<file path="src/sv/bctc_pkg.sv">
`timescale 1ns / 1ps
package bctc_pkg;

    localparam int MAX_VERTICES = 16;
    localparam int VW = $clog2(MAX_VERTICES);
    localparam int CW = VW + 1;

    typedef logic [1:0] t_op;
    localparam t_op OP_ADD   = 2'd0;
    localparam t_op OP_CHECK = 2'd1;
    localparam t_op OP_CLEAR = 2'd2;

    typedef struct packed {
        logic item_done;
        logic check_start;
        logic root_step;
        logic walk_step;
        logic test_step;
        logic load_check;
    } t_cmd;

    typedef struct packed {
        logic root_end;
        logic root_new;
        logic walk_empty;
        logic test_last;
    } t_sts;

    function automatic logic [VW-1:0] lowest_set(input logic [MAX_VERTICES-1:0] vec);
        logic [VW-1:0] pos;
        pos = '0;
        for (int k = MAX_VERTICES - 1; k >= 0; k--) begin
            if (vec[k]) begin
                pos = VW'(k);
            end
        end
        return pos;
    endfunction

endpackage

</file>
<file path="src/sv/bctc_ctrl.sv">
`timescale 1ns / 1ps
module bctc_ctrl (
    input  logic            i_clk,
    input  logic            i_rst_n,
    input  logic            i_valid,
    output logic            o_ready,
    input  bctc_pkg::t_op   i_operation,
    output logic            o_valid,
    input  logic            i_ready,
    input  bctc_pkg::t_sts  i_sts,
    output bctc_pkg::t_cmd  o_cmd
);
    import bctc_pkg::*;

    typedef enum logic [4:0] {
        S_IDLE = 5'b00001,
        S_ROOT = 5'b00010,
        S_WALK = 5'b00100,
        S_TEST = 5'b01000,
        S_DONE = 5'b10000
    } t_state;

    t_state r_state, n_state;
    logic   r_out_valid, n_out_valid;
    logic   slot_free;
    logic   accept;

    assign slot_free = !r_out_valid || i_ready;
    assign o_ready   = (r_state == S_IDLE) && slot_free;
    assign accept    = i_valid && o_ready;
    assign o_valid   = r_out_valid;

    always_comb begin
        n_state     = r_state;
        n_out_valid = r_out_valid && !i_ready;
        o_cmd       = '0;
        case (r_state)
            S_IDLE: begin
                if (accept) begin
                    if (i_operation == OP_CHECK) begin
                        o_cmd.check_start = 1'b1;
                        n_state           = S_ROOT;
                    end else begin
                        o_cmd.item_done = 1'b1;
                        n_out_valid     = 1'b1;
                    end
                end
            end
            S_ROOT: begin
                o_cmd.root_step = 1'b1;
                if (i_sts.root_end) begin
                    n_state = S_TEST;
                end else if (i_sts.root_new) begin
                    n_state = S_WALK;
                end
            end
            S_WALK: begin
                o_cmd.walk_step = 1'b1;
                if (i_sts.walk_empty) begin
                    n_state = S_ROOT;
                end
            end
            S_TEST: begin
                o_cmd.test_step = 1'b1;
                if (i_sts.test_last) begin
                    n_state = S_DONE;
                end
            end
            S_DONE: begin
                if (slot_free) begin
                    o_cmd.load_check = 1'b1;
                    n_out_valid      = 1'b1;
                    n_state          = S_IDLE;
                end
            end
            default: begin
                n_state = S_IDLE;
            end
        endcase
    end

    always_ff @(posedge i_clk) begin
        if (!i_rst_n) begin
            r_state     <= S_IDLE;
            r_out_valid <= 1'b0;
        end else begin
            r_state     <= n_state;
            r_out_valid <= n_out_valid;
        end
    end

endmodule

</file>
<file path="src/sv/bctc_dp.sv">
`timescale 1ns / 1ps
module bctc_dp (
    input  logic                     i_clk,
    input  logic                     i_rst_n,
    input  bctc_pkg::t_cmd           i_cmd,
    output bctc_pkg::t_sts           o_sts,
    input  logic                     i_cfg_we,
    input  logic [bctc_pkg::CW-1:0]  i_cfg_vertex_count,
    input  bctc_pkg::t_op            i_operation,
    input  logic [bctc_pkg::VW-1:0]  i_vertex_a,
    input  logic [bctc_pkg::VW-1:0]  i_vertex_b,
    output logic                     o_is_bipartite,
    output logic                     o_status
);
    import bctc_pkg::*;

    localparam int MV = MAX_VERTICES;

    logic [CW-1:0] r_count;
    logic [MV-1:0] r_adj [MV];
    logic [MV-1:0] n_adj [MV];
    logic [MV-1:0] r_colors, n_colors;
    logic [MV-1:0] r_visited, n_visited;
    logic [CW-1:0] r_depth, n_depth;
    logic [CW-1:0] r_root, n_root;
    logic [CW-1:0] r_test, n_test;
    logic          r_conflict, n_conflict;
    logic          r_out_bip, n_out_bip;
    logic          r_out_stat, n_out_stat;
    logic [VW-1:0] r_stack [MV];

    logic [CW-1:0] count_eff;
    logic [MV-1:0] inuse;
    logic [CW-1:0] depth_m1;
    logic [VW-1:0] top;
    logic [MV-1:0] open_set;
    logic [VW-1:0] next_v;
    logic [VW-1:0] root_v;
    logic [VW-1:0] test_v;
    logic [MV-1:0] same_color;
    logic          test_hit;
    logic          edge_ok;
    logic          stack_we;
    logic [VW-1:0] stack_waddr;
    logic [VW-1:0] stack_wdata;

    assign count_eff = (r_count > CW'(MV)) ? CW'(MV) : r_count;

    always_comb begin
        for (int k = 0; k < MV; k++) begin
            inuse[k] = CW'(k) < count_eff;
        end
    end

    assign depth_m1   = r_depth - CW'(1);
    assign top        = r_stack[depth_m1[VW-1:0]];
    assign open_set   = r_adj[top] & inuse & ~r_visited;
    assign next_v     = lowest_set(open_set);
    assign root_v     = r_root[VW-1:0];
    assign test_v     = r_test[VW-1:0];
    assign same_color = ~(r_colors ^ {MV{r_colors[test_v]}});
    assign test_hit   = (r_test < count_eff) && |(r_adj[test_v] & inuse & same_color);
    assign edge_ok    = ({1'b0, i_vertex_a} < count_eff) && ({1'b0, i_vertex_b} < count_eff);

    assign o_sts.root_end   = r_root >= count_eff;
    assign o_sts.root_new   = !r_visited[root_v];
    assign o_sts.walk_empty = (open_set == '0) && (r_depth == CW'(1));
    assign o_sts.test_last  = (r_test + CW'(1)) >= count_eff;

    assign o_is_bipartite = r_out_bip;
    assign o_status       = r_out_stat;

    always_comb begin
        n_adj       = r_adj;
        n_colors    = r_colors;
        n_visited   = r_visited;
        n_depth     = r_depth;
        n_root      = r_root;
        n_test      = r_test;
        n_conflict  = r_conflict;
        n_out_bip   = r_out_bip;
        n_out_stat  = r_out_stat;
        stack_we    = 1'b0;
        stack_waddr = '0;
        stack_wdata = '0;

        if (i_cmd.item_done) begin
            n_out_bip  = 1'b0;
            n_out_stat = 1'b0;
            case (i_operation)
                OP_ADD: begin
                    if (edge_ok) begin
                        n_adj[i_vertex_a][i_vertex_b] = 1'b1;
                        n_adj[i_vertex_b][i_vertex_a] = 1'b1;
                    end else begin
                        n_out_stat = 1'b1;
                    end
                end
                OP_CLEAR: begin
                    for (int k = 0; k < MV; k++) begin
                        n_adj[k] = '0;
                    end
                end
                default: begin
                end
            endcase
        end

        if (i_cmd.check_start) begin
            n_visited  = '0;
            n_colors   = '0;
            n_depth    = '0;
            n_root     = '0;
            n_test     = '0;
            n_conflict = 1'b0;
        end

        if (i_cmd.root_step && !o_sts.root_end) begin
            if (r_visited[root_v]) begin
                n_root = r_root + CW'(1);
            end else begin
                n_visited[root_v] = 1'b1;
                n_colors[root_v]  = 1'b0;
                n_depth           = CW'(1);
                stack_we          = 1'b1;
                stack_waddr       = '0;
                stack_wdata       = root_v;
            end
        end

        if (i_cmd.walk_step) begin
            if (open_set == '0) begin
                n_depth = depth_m1;
                if (r_depth == CW'(1)) begin
                    n_root = r_root + CW'(1);
                end
            end else begin
                n_visited[next_v] = 1'b1;
                n_colors[next_v]  = ~r_colors[top];
                if (r_depth < CW'(MV)) begin
                    stack_we    = 1'b1;
                    stack_waddr = r_depth[VW-1:0];
                    stack_wdata = next_v;
                    n_depth     = r_depth + CW'(1);
                end
            end
        end

        if (i_cmd.test_step) begin
            n_conflict = r_conflict || test_hit;
            n_test     = r_test + CW'(1);
        end

        if (i_cmd.load_check) begin
            n_out_bip  = !r_conflict;
            n_out_stat = 1'b0;
        end
    end

    always_ff @(posedge i_clk) begin
        if (!i_rst_n) begin
            r_count   <= CW'(MV);
            r_colors  <= '0;
            r_visited <= '0;
            r_depth   <= '0;
            for (int k = 0; k < MV; k++) begin
                r_adj[k] <= '0;
            end
        end else begin
            if (i_cfg_we) begin
                r_count <= i_cfg_vertex_count;
            end
            r_colors  <= n_colors;
            r_visited <= n_visited;
            r_depth   <= n_depth;
            r_adj     <= n_adj;
        end
    end

    always_ff @(posedge i_clk) begin
        r_root     <= n_root;
        r_test     <= n_test;
        r_conflict <= n_conflict;
        r_out_bip  <= n_out_bip;
        r_out_stat <= n_out_stat;
        if (stack_we) begin
            r_stack[stack_waddr] <= stack_wdata;
        end
    end

endmodule

</file>
<file path="src/sv/bipartite_two_color_check_unit.sv">
// Two-color check of an undirected graph of up to 16 vertices held as an adjacency bit
// matrix. Add, clear and unused-operation requests return their response on the next
// cycle. A new request is taken only once the previous response has been taken, in the
// same cycle at the earliest.
// A check request runs a depth-first walk with an explicit stack, one stack push or pop
// per cycle, then tests one matrix row per cycle: root steps that start a walk from each
// unvisited vertex, walk steps, row tests, and a final step that loads the verdict once
// the response slot is free. The vertex count register is written on its own channel;
// the user must write it only while the unit is idle; the unit does not enforce this.
`timescale 1ns / 1ps
module bipartite_two_color_check_unit (
    input  logic                     i_clk,
    input  logic                     i_rst_n,
    input  logic                     i_cfg_valid,
    output logic                     o_cfg_ready,
    input  logic [bctc_pkg::CW-1:0]  i_cfg_vertex_count,
    input  logic                     i_valid,
    output logic                     o_ready,
    input  logic [1:0]               i_operation,
    input  logic [bctc_pkg::VW-1:0]  i_vertex_a,
    input  logic [bctc_pkg::VW-1:0]  i_vertex_b,
    output logic                     o_valid,
    input  logic                     i_ready,
    output logic                     o_is_bipartite,
    output logic                     o_status
);
    import bctc_pkg::*;

    t_cmd cmd;
    t_sts sts;

    assign o_cfg_ready = 1'b1;

    bctc_ctrl u_ctrl (
        .i_clk       (i_clk),
        .i_rst_n     (i_rst_n),
        .i_valid     (i_valid),
        .o_ready     (o_ready),
        .i_operation (i_operation),
        .o_valid     (o_valid),
        .i_ready     (i_ready),
        .i_sts       (sts),
        .o_cmd       (cmd)
    );

    bctc_dp u_dp (
        .i_clk              (i_clk),
        .i_rst_n            (i_rst_n),
        .i_cmd              (cmd),
        .o_sts              (sts),
        .i_cfg_we           (i_cfg_valid),
        .i_cfg_vertex_count (i_cfg_vertex_count),
        .i_operation        (i_operation),
        .i_vertex_a         (i_vertex_a),
        .i_vertex_b         (i_vertex_b),
        .o_is_bipartite     (o_is_bipartite),
        .o_status           (o_status)
    );

endmodule

</file>
<file path="config.mk">
export PLATFORM = sky130hd
export DESIGN_NAME = bipartite_two_color_check_unit
export DESIGN_NICKNAME = d
export VERILOG_FILES = /design/src/sv/bctc_pkg.sv /design/src/sv/bctc_ctrl.sv /design/src/sv/bctc_dp.sv /design/src/sv/bipartite_two_color_check_unit.sv
export SDC_FILE = /design/constraint.sdc
export NUM_CORES = 1
export LEC_CHECK = 0
export BUFFER_PORTS_ARGS = -buffer_cell sky130_fd_sc_hd__buf_2
export CORE_MARGIN = 4
export CORE_UTILIZATION = 35
export CTS_CLUSTER_DIAMETER = 150
export DETAILED_ROUTE_END_ITERATION = 8
export PLACE_DENSITY = 0.58
export SLEW_MARGIN = 15
export SYNTH_ARGS = -nofsm -noshare
export SYNTH_HDL_FRONTEND = slang
export SYNTH_HIERARCHICAL = 1
export SYNTH_SLANG_ARGS = --single-unit
</file>
<file path="constraint.sdc">
create_clock -name i_clk -period 5.6 [get_ports i_clk]
set_input_delay 1.12 -clock i_clk [delete_from_list [all_inputs] [get_ports i_clk]]
set_output_delay 1.12 -clock i_clk [all_outputs]
set_load 0.1 [all_outputs]
</file>
==> impl_metrics.yaml <==
floorplanning:
  dieWidth_um: 253
  rows: 89
  die_h_um: 253
  io_pins: 25
  die_area_um2: 63800
  initial_core_util_pct: 35.4
  core_um2: 59100
sta:
  worstMarginPinSlew_ns: 1.27
  period_needed_ns: 5.43
  hold_viol: 0
  setup_violations: 0
  fmax_mhz: 184
  rsz0062_at_grt: "false"
  period_share_pct: 96.9
  slew_headroom_pct: 15.2
  fin_skew_ns: 0.0231
  drv_slew: 0
synthesis:
  synth_cells: 2344
  yosysUniqueCellTypes: 94
  synth.largest_area_cell: "dfxtp_1"
  synth_edf_count: 71
  synth_compound_gate_area_share_pct: 20.6
  synth_fp_nets: 2393
  synth-simple-area-share_pct: 17.5
  synth_area_leaders: "dfxtp_1 (30%), edfxtp_1 (10%), mux4_2 (9.8%)"
  async_flop_share_pct: 0
  synth_top_area_share_pct: 29.6
  synth_fa_ha_area_share_pct: 1.73
  avgSynthCellArea_um2: 8.94
  synth_top_family_by_area: "compound AO/OA/AOI/OAI gates"
  ys_seq_elements: 381
  yosys.area_share.xor_xnor_pct: 0.591
  synthMuxAreaShare_pct: 14.2
  yosys_warnings: 6
  synth-seq-area-share_pct: 39.8
  syn_area_um2: 21000
  ys.flop_type: "dfxtp_1"
placement:
  port-buffer-count: 23
  gp_congestion: 0.963
  dp_hpwl_um: 55200
  dp_cells: 3016
global_route:
  antenna_found_initial: 3
  grt_first_pass_wirelength_um: 119000
  grt_overflow_total: 0
  grt_max_degree: 143
  grt_pass1_vias: 18200
  grt_usage_pct: 24.2
routing:
  vias: 19400
  post_drt_wl_per_cell_um: 25.8
  firstDrtPassIters: 7
  via_per_inst: 6.26
  drt-initial-drc-count: 2010
  post-route-drc-count: 0
  ant_nets: 0
  routed_wl_um: 80000
cts:
  cts-buffers-inserted: 43
  cts.path.max_buffers: 3
  htree_num_levels: 2
  ctsResizeCount: 1
  cts_setup_buffers: 0
  root_buffer: "clkbuf_16"
  tritoncts: "done"
  path_clk_slew_ns: 0.06
  holdBufCountCts: 0
  clk_latency_ns: 0.59
  cts_sinks: 381
critical_path:
  crit_arrival_ns: 5.87
  crit_type: "flip-flop to flip-flop"
  cp-end-kind: "flip-flop"
  cp-start-kind: "flip-flop"
  worstPathRequired_ns: 6.05
  critical_path_peak_fanout: 30
worst_hold_path:
  hp-class: "flip-flop to flip-flop"
power:
  power.leakage_nw: 8.03
  vdd_drop_max_mv: 0.203
  power_mw: 8.06
  powerDensity_nw_per_um2: 345
layout:
  drive_above_1_share_pct: 14.4
  instances_no_fill: 3094
  area_delta_synth_final_pct: 11.7
  regArea_um2: 8340
  finalNetCount: 2337
  diodes: 0
  multi_input_area_um2: 11500
  fill_cells: 5780
status:
  status: "finished clean"
run:
  maxCapViolations: 0
stage by stage:
step | util (%) | hold slack (ns) | TNS (ns) | area, um2 | worst slack [ns]
final | 39.6 | 0.470 | 0 | 23400 | 0.173
after detailed placement | 37.0 | 0.458 | -0.0583 | 21900 | -0.0583
after CTS | 39.5 | 0.471 | 0 | 23400 | 0.00792
after global routing | 39.6 | 0.483 | 0 | 23400 | 0.00290
after floorplan | - | 0.432 | 0 | 21000 | 0.511
after global placement | 37.0 | 0.453 | 0 | 21900 | 0.0876
cells in the mapped netlist, drive strengths merged, types with 9 or more instances:
cell type and count:
nand3 73, inv 76, or2 10, o21a 19, buf 63, nor2 290, nor4 15, nand4 10
nor3 36, a221oi 10, nand2 199, o22ai 127, nand2b 15, edfxtp 71, a32oi 10, and3 50
a22o 9, a31oi 23, a22oi 13, dfxtp 310, o31ai 10, ha 29, mux2 27, a211oi 50
mux2i 62, o211ai 22, nor2b 31, and2 13, a21oi 301, o21ai 38, or3 10, mux4 91
clkbuf 135
path summary, 6_finish.rpt:
kind / slack (ns) / cells after the start / startpoint / end
worst max-delay path: 0.17 / 20 / u_dp/r_depth[1] / u_ctrl/r_state[0]
worst min-delay path: 0.47 / 2 / u_dp/r_adj[1] / u_dp/r_adj[1]
worst max register to register: 0.17 / 20 / u_dp/r_depth[1] / u_ctrl/r_state[0]
worst min register to register: 0.47 / 2 / u_dp/r_adj[1] / u_dp/r_adj[1]
state kept, by name, indices dropped and copies added, names as in the netlist, 5 cells and up:
name,flops
u_ctrl/r_state,5
u_dp/r_adj,256
u_dp/r_colors,16
u_dp/r_count,5
u_dp/r_depth,5
u_dp/r_root,5
u_dp/r_stack,64
u_dp/r_test,5
u_dp/r_visited,16
report_power, final:
| part | internal [mW] | total [mW] | switching, mW |
|---|---|---|---|
| clock | 1.78 | 3.00 | 1.22 |
| combinational | 0.663 | 2.20 | 1.53 |
| sequential | 2.82 | 2.87 | 0.0540 |
| total | 5.26 | 8.06 | 2.80 |
layer usage:
metal / global-route usage, % / up-vias / part of all wire [%]
met5: 0 / - / 0.029
met3: 5.17 / 225 / 9.9
li1: - / 8552 / -
met4: 10.9 / 4 / 4.8
met2: 37.1 / 1149 / 44
met1: 33.1 / 9429 / 41
cells in the final DEF, fill, tap and decap left out, types with 8 or more instances in the layout:
cell type | Yosys | routed
a211oi_1 | 50 | 48
a21oi_1 | 301 | 301
a221oi_1 | 10 | 8
a22o_1 | 9 | 9
a22oi_1 | 13 | 13
a31oi_1 | 23 | 23
a32oi_1 | 10 | 10
and2_1 | 10 | 10
and3_1 | 50 | 50
buf_12 | 0 | 11
buf_2 | 27 | 23
buf_4 | 11 | 62
clkbuf_16 | 0 | 45
dfxtp_1 | 310 | 310
edfxtp_1 | 71 | 71
ha_1 | 29 | 28
inv_1 | 76 | 76
mux2_2 | 22 | 22
mux2i_1 | 62 | 62
mux4_2 | 91 | 91
nand2_1 | 194 | 193
nand2b_1 | 15 | 15
nand3_1 | 72 | 71
nand4_1 | 10 | 10
nor2_1 | 288 | 286
nor2b_1 | 31 | 30
nor3_1 | 33 | 33
nor4_1 | 12 | 12
o211ai_1 | 22 | 22
o21a_1 | 19 | 19
o21ai_0 | 34 | 34
o22ai_1 | 127 | 127
or2_2 | 8 | 8
cell families after synthesis:
family | Yosys count
other | 1
buffers and inverters | 275
XOR/XNOR | 12
AND/OR/NAND/NOR | 775
flip-flops | 381
AO/OA/AOI/OAI | 691
multiplexers | 180
adder cells (fa/ha/maj) | 29
worst max-delay path, cell delays in order (launching register included):
cell and delay, ns:
dfxtp_1 0.33, inv_1 0.06, ha_2 0.41, buf_4 0.19
buf_4 0.16, mux2i_1 0.22, nand3_1 0.09, and4_1 0.28
and2_1 0.22, nor2_4 0.15, buf_12 0.24, mux2_2 0.40
o2111a_1 0.23, a211o_1 0.35, nor4b_2 0.56, nand2_2 0.21
nor3_2 0.23, and3_1 0.27, or3_4 0.17, o2111ai_1 0.13
o311ai_0 0.37
cell type report:
cell class	count	area share, %
Multi-Input combinational cell	1688	49.2
Sequential cell	381	35.6
Clock buffer	57	5.26
Tap cell	773	4.13
Timing Repair Buffer	97	3.47
Inverter	77	1.23
Clock inverter	21	1.09
Note: power is estimated with default switching activity, not from simulation.
